### src/sv/isqrt_pkg.sv
`timescale 1ns / 1ps
// ----------------------------------------------------------------------------
// isqrt_pkg
// shared constants and helpers for the integer square root block
// ----------------------------------------------------------------------------
package isqrt_pkg;

    // width of the root field on the result channel
    localparam int ROOT_BITS = 16;

    // number of root bits, one cell each, for a given radicand width
    function automatic int root_steps(input int radicand_bits);
        return (radicand_bits + 1) >> 1;
    endfunction

endpackage

### src/sv/isqrt_cell.sv
`timescale 1ns / 1ps
// ----------------------------------------------------------------------------
// isqrt_cell
// one restoring square root step: settles a single root bit and hands the
// partial remainder and partial root on to the next cell
// ----------------------------------------------------------------------------
module isqrt_cell #(
    parameter int RADICAND_BITS = 31,
    parameter int STEP          = 0
) (
    input  logic                     clk,
    input  logic                     rst_n,
    input  logic                     up_valid,
    output logic                     up_ready,
    input  logic [RADICAND_BITS-1:0] up_rem,
    input  logic [RADICAND_BITS-1:0] up_res,
    output logic                     dn_valid,
    input  logic                     dn_ready,
    output logic [RADICAND_BITS-1:0] dn_rem,
    output logic [RADICAND_BITS-1:0] dn_res
);

    localparam int STEPS = isqrt_pkg::root_steps(RADICAND_BITS);
    localparam int SHIFT = 2 * (STEPS - 1 - STEP);
    localparam logic [RADICAND_BITS-1:0] BIT_VAL = RADICAND_BITS'(1) << SHIFT;

    logic                     valid_reg;
    logic [RADICAND_BITS-1:0] rem_reg;
    logic [RADICAND_BITS-1:0] rem_next;
    logic [RADICAND_BITS-1:0] res_reg;
    logic [RADICAND_BITS-1:0] res_next;
    logic [RADICAND_BITS:0]   trial;
    logic                     take;

    // trial subtraction of (res + bit) from the remainder
    always_comb
    begin
        trial = {1'b0, up_res} + {1'b0, BIT_VAL};
        take  = ({1'b0, up_rem} >= trial);
        if (take)
        begin
            rem_next = up_rem - trial[RADICAND_BITS-1:0];
            res_next = (up_res >> 1) + BIT_VAL;
        end
        else
        begin
            rem_next = up_rem;
            res_next = up_res >> 1;
        end
    end

    assign up_ready = !valid_reg || dn_ready;

    always_ff @(posedge clk or negedge rst_n)
    begin
        if (!rst_n)
        begin
            valid_reg <= 1'b0;
        end
        else if (up_ready)
        begin
            valid_reg <= up_valid;
        end
    end

    always_ff @(posedge clk)
    begin
        if (up_valid && up_ready)
        begin
            rem_reg <= rem_next;
            res_reg <= res_next;
        end
    end

    assign dn_valid = valid_reg;
    assign dn_rem   = rem_reg;
    assign dn_res   = res_reg;

endmodule

### src/sv/integer_square_root_top.sv
`timescale 1ns / 1ps
// ----------------------------------------------------------------------------
// integer_square_root_top
// floor square root of an unsigned radicand, one root bit per cell
// ----------------------------------------------------------------------------
// Each radicand beat returns one root beat, the floor of its square root.
// The work runs down a chain of (RADICAND_BITS+1)/2 cells (16 at the default
// width), each settling one root bit from the most significant down, followed
// by an output register. A new radicand can be taken every cycle while the
// chain has room. When the result side stalls, empty cells still close up,
// so the chain keeps taking beats until every cell is full. The root field
// carries the low 16 bits of the root when RADICAND_BITS is set above 32.
module integer_square_root_top #(
    parameter int RADICAND_BITS = 31
) (
    input  logic                                clk,
    input  logic                                rst_n,
    // radicand channel
    input  logic                                in_valid,
    output logic                                in_stall,
    input  logic [RADICAND_BITS-1:0]            radicand,
    // root channel
    output logic                                out_valid,
    input  logic                                out_stall,
    output logic [isqrt_pkg::ROOT_BITS-1:0]     root
);

    localparam int STEPS = isqrt_pkg::root_steps(RADICAND_BITS);

    // chain links: index k feeds cell k, index STEPS feeds the output register
    logic                     link_valid [STEPS+1];
    logic                     link_ready [STEPS+1];
    logic [RADICAND_BITS-1:0] link_rem   [STEPS+1];
    logic [RADICAND_BITS-1:0] link_res   [STEPS+1];

    logic                            out_valid_reg;
    logic [isqrt_pkg::ROOT_BITS-1:0] root_reg;
    logic                            out_ready;

    // head of the chain: full radicand as remainder, empty partial root
    assign link_valid[0] = in_valid;
    assign link_rem[0]   = radicand;
    assign link_res[0]   = '0;
    assign in_stall      = !link_ready[0];

    for (genvar k = 0; k < STEPS; k++)
    begin : g_cell
        isqrt_cell #(
            .RADICAND_BITS (RADICAND_BITS),
            .STEP          (k)
        ) u_cell (
            .clk      (clk),
            .rst_n    (rst_n),
            .up_valid (link_valid[k]),
            .up_ready (link_ready[k]),
            .up_rem   (link_rem[k]),
            .up_res   (link_res[k]),
            .dn_valid (link_valid[k+1]),
            .dn_ready (link_ready[k+1]),
            .dn_rem   (link_rem[k+1]),
            .dn_res   (link_res[k+1])
        );
    end

    // output register parts the chain from the result side
    assign out_ready         = !out_valid_reg || !out_stall;
    assign link_ready[STEPS] = out_ready;

    always_ff @(posedge clk or negedge rst_n)
    begin
        if (!rst_n)
        begin
            out_valid_reg <= 1'b0;
        end
        else if (out_ready)
        begin
            out_valid_reg <= link_valid[STEPS];
        end
    end

    always_ff @(posedge clk)
    begin
        if (out_ready && link_valid[STEPS])
        begin
            root_reg <= isqrt_pkg::ROOT_BITS'(link_res[STEPS]);
        end
    end

    assign out_valid = out_valid_reg;
    assign root      = root_reg;

    // the chain only pushes back once the output and every cell are full
    a_stall_only_when_full : assert property (@(posedge clk) disable iff (!rst_n)
        in_stall |-> (out_valid_reg && out_stall && link_valid[STEPS]))
        else $error("radicand stalled while the chain still had room");

    // a free output register lets a beat in at the head
    a_free_output_takes : assert property (@(posedge clk) disable iff (!rst_n)
        (!out_valid_reg || !out_stall) |-> !in_stall)
        else $error("radicand stalled with the output register free");

    // final remainder x - r*r never exceeds 2r
    a_final_remainder : assert property (@(posedge clk) disable iff (!rst_n)
        link_valid[STEPS] |->
            ({1'b0, link_rem[STEPS]} <= {link_res[STEPS], 1'b0}))
        else $error("remainder too large at end of chain");

endmodule

### config.mk
export PLATFORM = sky130hd
export DESIGN_NAME = integer_square_root_top
export DESIGN_NICKNAME = d
export VERILOG_FILES = /design/src/sv/isqrt_pkg.sv /design/src/sv/isqrt_cell.sv /design/src/sv/integer_square_root_top.sv
export SDC_FILE = /design/constraint.sdc
export NUM_CORES = 1
export LEC_CHECK = 0
export BUFFER_PORTS_ARGS = -buffer_cell sky130_fd_sc_hd__buf_2
export CORE_MARGIN = 10
export CORE_UTILIZATION = 50
export DETAILED_ROUTE_END_ITERATION = 8
export PLACE_DENSITY = 0.66
export SLEW_MARGIN = 0
export SYNTH_ARGS = -nofsm -noshare
export SYNTH_HDL_FRONTEND = slang
export SYNTH_SLANG_ARGS = --single-unit
### constraint.sdc
create_clock -name clk -period 4.9 [get_ports clk]
set_clock_uncertainty 0.1 [all_clocks]
set_input_delay 0.245 -clock clk [delete_from_list [all_inputs] [get_ports clk]]
set_output_delay 0.245 -clock clk [all_outputs]
set_load 0.02 [all_outputs]
; ---- After elaboration in Yosys (flattened, before gate mapping)
; Cells that the tools add are included.
[word_totals]
in_bits = 35
mem_count = 0
output_inout_bits = 18
romBits = 0
elab_cells = 208
latchBits = 0
regBits = 979
ramBits = 0
[op_classes]
n_shift = 0
n_bitwise = 0
magnitude_cmp = 16
n_reduce_logical = 53
div_mod_pow = 0
n_addsub = 45
mul = 0
n_eq_ne = 0
n_mux = 31
[ops]
columns = cell, count
row1 = 31-bit two-way mux, 16
row2 = 31-bit by 32-bit >= comparator with 1-bit output, 15
row3 = 31-bit subtractor, 14
row4 = 30-bit two-way mux, 14
row5 = "31-bit by 1-bit adder with 32-bit output, second input constant", 1
row6 = "31-bit by 11-bit adder with 32-bit output, second input constant", 1
row7 = "31-bit by 13-bit adder with 32-bit output, second input constant", 1
row8 = "31-bit by 15-bit adder with 32-bit output, second input constant", 1
row9 = "31-bit by 17-bit adder with 32-bit output, second input constant", 1
row10 = "31-bit by 19-bit adder with 32-bit output, second input constant", 1
row11 = "31-bit by 21-bit adder with 32-bit output, second input constant", 1
row12 = "31-bit by 23-bit adder with 32-bit output, second input constant", 1
row13 = "31-bit by 25-bit adder with 32-bit output, second input constant", 1
row14 = "31-bit by 27-bit adder with 32-bit output, second input constant", 1
row15 = "31-bit by 29-bit adder with 32-bit output, second input constant", 1
row16 = "31-bit by 3-bit adder with 32-bit output, second input constant", 1
row17 = "31-bit by 5-bit adder with 32-bit output, second input constant", 1
row18 = "31-bit by 7-bit adder with 32-bit output, second input constant", 1
row19 = "31-bit by 9-bit adder with 32-bit output, second input constant", 1
row20 = "30-bit by 11-bit adder with 31-bit output, second input constant", 1
row21 = "30-bit by 13-bit adder with 31-bit output, second input constant", 1
row22 = "30-bit by 15-bit adder with 31-bit output, second input constant", 1
row23 = "30-bit by 17-bit adder with 31-bit output, second input constant", 1
row24 = "30-bit by 19-bit adder with 31-bit output, second input constant", 1
row25 = 16 further kinds, 66

; ---- Depth between registers and ports, before layout
[logic_depth]
depth_word = 19
ltp_mapped = 12
depth_no_buf = 10

; ---- By module
; Synthesis repeated with hierarchy kept, for this count alone.
[unflattened]
cells_unflattened = 7661
area_unflattened_um2 = 73944.7
[modules_own_cells]
columns = module, area_per_inst_um2, cells_per_inst, instances
row1 = isqrt_cell at g_cell[15].u_cell, 5196.2, 572, 1
row2 = isqrt_cell at g_cell[14].u_cell, 5066.1, 560, 1
row3 = isqrt_cell at g_cell[12].u_cell, 4921.0, 540, 1
row4 = isqrt_cell at g_cell[13].u_cell, 4899.7, 528, 1
row5 = isqrt_cell at g_cell[11].u_cell, 4884.7, 472, 1
row6 = isqrt_cell at g_cell[9].u_cell, 4738.3, 510, 1
row7 = isqrt_cell at g_cell[10].u_cell, 4724.5, 487, 1
row8 = isqrt_cell at g_cell[7].u_cell, 4559.4, 448, 1
row9 = isqrt_cell at g_cell[8].u_cell, 4553.1, 486, 1
row10 = isqrt_cell at g_cell[6].u_cell, 4445.5, 471, 1
row11 = isqrt_cell at g_cell[5].u_cell, 4415.5, 465, 1
row12 = isqrt_cell at g_cell[3].u_cell, 4300.4, 440, 1
row13 = isqrt_cell at g_cell[4].u_cell, 4295.4, 441, 1
row14 = isqrt_cell at g_cell[2].u_cell, 4277.9, 428, 1
row15 = +3 rows, --, --, --

; ---- Worst setup path after synthesis
; OpenSTA, ideal clock, no wires.
[synth_timing]
path_kind = register to register
startpoint = register out_valid_reg, in the netlist out_valid
endpoint = register g_cell[7].u_cell.rem_reg[0] (enable)
period_less_slack_ns = 4.642
t_arrival_ns = 4.047
stages_incl_launch_ff = 6
required_time_ns = 4.305
path_slack_ns = 0.258
setup_time_ns = 0.495
path_cell_list = dfrtp_1 and4_1 and3_1 nand3_1 nor2_1 a21boi_0
[synth_between]
elab_chain_cells = 12
[synth_rtl]
columns = item, line_no
row1 = start: declaration, integer_square_root_top.sv:36  ; logic out_valid_reg;
row2 = start signal: assignment, integer_square_root_top.sv:77  ; out_valid_reg <= link_valid[STEPS];
row3 = 1-bit logical NOT, integer_square_root_top.sv:66  ; assign out_ready = !out_valid_reg || !out_stall;
row4 = 1-bit logical OR, integer_square_root_top.sv:66
row5 = 1-bit logical OR (9 in series), isqrt_cell.sv:52  ; assign up_ready = !valid_reg || dn_ready;
row6 = 1-bit logical AND, isqrt_cell.sv:68  ; if (up_valid && up_ready)
row7 = end signal: assignment, isqrt_cell.sv:70  ; rem_reg <= rem_next;
row8 = end: declaration, isqrt_cell.sv:28  ; logic [RADICAND_BITS-1:0] rem_reg;
; No other way between the ends.
; A chain may end at the register's enable or synchronous reset.

; ---- Final worst setup path
[layout_timing]
startpoint = register g_cell[13].u_cell.rem_reg[19]
endpoint = register g_cell[14].u_cell.rem_reg[15] (data pin)
[layout_between]
elab_chain_cells = 2
[layout_rtl]
columns = item, line_no
row1 = start: declaration, isqrt_cell.sv:28
row2 = start signal: assignment, isqrt_cell.sv:70
row3 = 31-bit by 32-bit >= comparator with 1-bit output, isqrt_cell.sv:39  ; take = ({1'b0, up_rem} >= trial);
row4 = 31-bit two-way mux, isqrt_cell.sv:40  ; if (take)
row5 = named net g_cell[14].u_cell.rem_next[15], isqrt_cell.sv:29  ; logic [RADICAND_BITS-1:0] rem_next;
row6 = end signal: assignment, isqrt_cell.sv:70
row7 = end: declaration, isqrt_cell.sv:28
; The timed path passes the listed nets, and every way through them passes these cells.

==> impl_metrics.toml <==
[yosys]
synth-async-reset-ratio_pct = 2.68
synth_simple_gate_area_share_pct = 11.1
syn_nets = 2373
synthFlopType = "edfxtp_1"
synth_top_family_by_area = "simple AND/OR/NAND/NOR gates"
synth.area.mux_share_pct = 1.05
synthCells = 2189
synthXorXnorAreaFrac_pct = 5.16
postSynthAreaPerCell_um2 = 13.3
synth_compound_area_share_pct = 8.54
ys_seq_elements = 634
ys_warn_count = 0
synth_area_um2 = 29200
netlist-cell-type-count = 80
seq_area_frac_synth_pct = 64.9
synth_edf_count = 617
synth_adder_area_share_pct = 6.41

[timing]
finalSetupTns_ns = 0
maxSlewHeadroom_pct = 19.8
rsz0062_at_grt = "false"
worstMarginPinSlew_ns = 1.17
setup_viol = 0
post-route-period-util_pct = 73.1
hold_slack_ns = 0.233
drv_slew = 0
hold_violations = 0
fin_crit_ns = 3.58
fmax_mhz = 279

[min_path]
min_path_type = "in -> reg"

[global_route]
grt_overflow = 0
grt_pass1_wl_mm = 92.2
gr-usage-all-layers_pct = 17.0
grt_max_degree = 47
grt_pass1_vias = 18200
antenna_found_initial = 0

[routing]
num_vias = 17200
routed_wl_mm = 57.3
routedWlPerCell_um = 18.2
drc_errors = 0
firstDrtPassIters = 5
wl_met2_mm = 32.4
drt_first_iter_violations = 900
dr.max_layer_used = "met4"
drt-met1-wl_mm = 20.8
dr_wl_met3_mm = 1.84
via_per_inst = 5.46
drt.antenna.violating_nets = 0

[finish]
mostFrequentLayoutCells = "edfxtp_1 (617), inv_1 (182), ha_1 (148), nand2_1 (125), nor2_1 (120)"
nNetsFinal = 2516
layout-area-overhead-vs-synth_pct = 13.6
fin_area_um2 = 33200
final-seq-area_um2 = 19000
multiInputGateArea_um2 = 9510
fillers = 4542
final_common_cell = "edfxtp_1"
drive_gt1_share_pct = 9.30
diodes = 0
largest_reg_flops = 465

[cts]
post-cts-setup-buffers = 0
tritoncts = "done"
cts-resized-gates = 0
clk_pin_slew_worst_paths_ns = 0.06
h-tree-depth = 3
clockRootBuffer = "clkbuf_16"
cts-buffers-inserted = 69
clk_path_buf_depth = 3
clock_latency_ns = 0.61
cts.sink_count = 634

[floorplan]
start_util_pct = 50.5
dieArea_um2 = 68500
die_w_um = 262
dieHeight_um = 262
rows = 88
io_pins = 53
core_area_um2 = 57800

[pwr]
power_density_nw_per_um2 = 510
leakagePower_nw = 12.5
power_mw = 16.9
peakVddDrop_mv = 0.323

[critical_path]
critPathMaxFanout = 18
endpoint_kind = "register"
worst_ep_arrival_time_ns = 3.83
required_ns = 5.15
worstSetupPathType = "reg -> reg"
worst_setup_path_start_kind = "register"

[placed_design]
dpl-instance-area_um2 = 30500
dp_hpwl_mm = 43.1
portBuffers = 52
gp_congestion = 0.868

[flow_run]
maxCapViolations = 0

[outcome]
status = "finished clean"
-- repair_timing --
action,in CTS,in global routing
setup endpoints to repair,0,0
hold buffers,35,0
hold endpoints to repair,52,0
-- kinds of logic (layout without fill, tap and decap cells) --
kind of cell	after synthesis	count (layout)
flops	634	634
simple gates	602	602
compound gates	392	392
buf+inv	211	410
xor+xnor	172	172
fa+ha+maj	149	149
mux	28	28
other cells	1	1
-- worst max-delay path: stages, from the launching register on --
cell and delay (ns):
edfxtp_1 0.48, or4_1 0.56, nand2b_4 0.19, nor4_1 0.38, and3_1 0.21, and2_1 0.55
buf_4 0.35, inv_2 0.17, mux2_1 0.34
-- path summary, 6_finish.rpt --
| kind | from | end | slack [ns] | cells past startpoint |
|---|---|---|---|---|
| setup / recovery | g_cell[13].u_cell.dn_rem[19]$_DFFE_PP_ | g_cell[14].u_cell.dn_rem[15]$_DFFE_PP_ | 1.32 | 8 |
| hold / removal | radicand[24] | g_cell[0].u_cell.dn_rem[24]$_DFFE_PP_ | 0.23 | 2 |
| setup reg to reg | g_cell[13].u_cell.dn_rem[19]$_DFFE_PP_ | g_cell[14].u_cell.dn_rem[15]$_DFFE_PP_ | 1.32 | 8 |
| hold reg to reg | g_cell[15].u_cell.dn_res[2]$_DFFE_PP_ | root[2]$_DFFE_PP_ | 0.32 | 0 |
| max in group asynchronous | rst_n | g_cell[14].u_cell.dn_valid$_DFFE_PN0P_ | 3.51 | 3 |
| min in group asynchronous | rst_n | g_cell[4].u_cell.dn_valid$_DFFE_PN0P_ | 0.69 | 3 |
-- where the power goes --
group	total, mW	internal [mW]	leakage [nW]	switching, mW
Combinational	3.69	1.53	5.30	2.16
Clock	5.32	3.16	1.15	2.17
Sequential	7.92	7.32	6.09	0.600
Total	16.9	12.0	12.5	4.92
-- stage by stage --
stage                     instances  worst slack, ns  util [%]
after detailed placement       2991             1.36      52.7
final                          3153             1.32      57.4
after global routing           3153             1.15      57.4
after CTS                      3153             1.32      57.4
after global placement         2991             1.37      52.7
after floorplan                2189            0.258         -
-- metal layers --
metal	up-vias	track usage, %
met1	8299	16.5
met5	-	0
met4	0	7.90
met3	126	2.69
met2	303	34.0
li1	8476	-
-- synth_stat cells (all sizes together), types with 3 or more instances --
master	n	area (um^2)
o21ai	106	534
and2	13	81.3
or4	6	45.0
nor3	56	290
or2	11	68.8
o41ai	3	33.8
nand3	29	145
a21boi	8	60.1
or3	20	125
buf	17	103
nand4	27	169
o21bai	12	90.1
a21oi	94	470
o31a	6	52.6
and3	9	56.3
and4	3	26.3
nor4b	17	149
clkbuf	10	37.5
inv	184	691
edfxtp	617	18500
nor2	120	450
ha	148	1850
o22ai	6	37.5
xor2	94	823
a211o	7	61.3
nor3b	7	57.6
o211ai	9	67.6
nand4b	12	105
dfrtp	17	425
a31oi	10	62.6
xnor2	78	683
a211oi	15	113
nand2	125	469
o21a	44	330
mux2	20	225
nor2b	19	119
nor4	71	484
nand3b	7	52.6
nand2b	41	264
o2111ai	4	35.0
mux2i	8	80.1
a21o	30	225
o31ai	20	150
-- layout make-up --
type                       instances  area share (%)
clock buffer                      86            5.58
clock inverter                    41            1.58
inverter                         184            2.08
multi-input combinational       1344            28.7
sequential                       634            57.1
tap                              765            2.88
timing repair buffer              99            2.11
(Power assumes the default switching activity.)
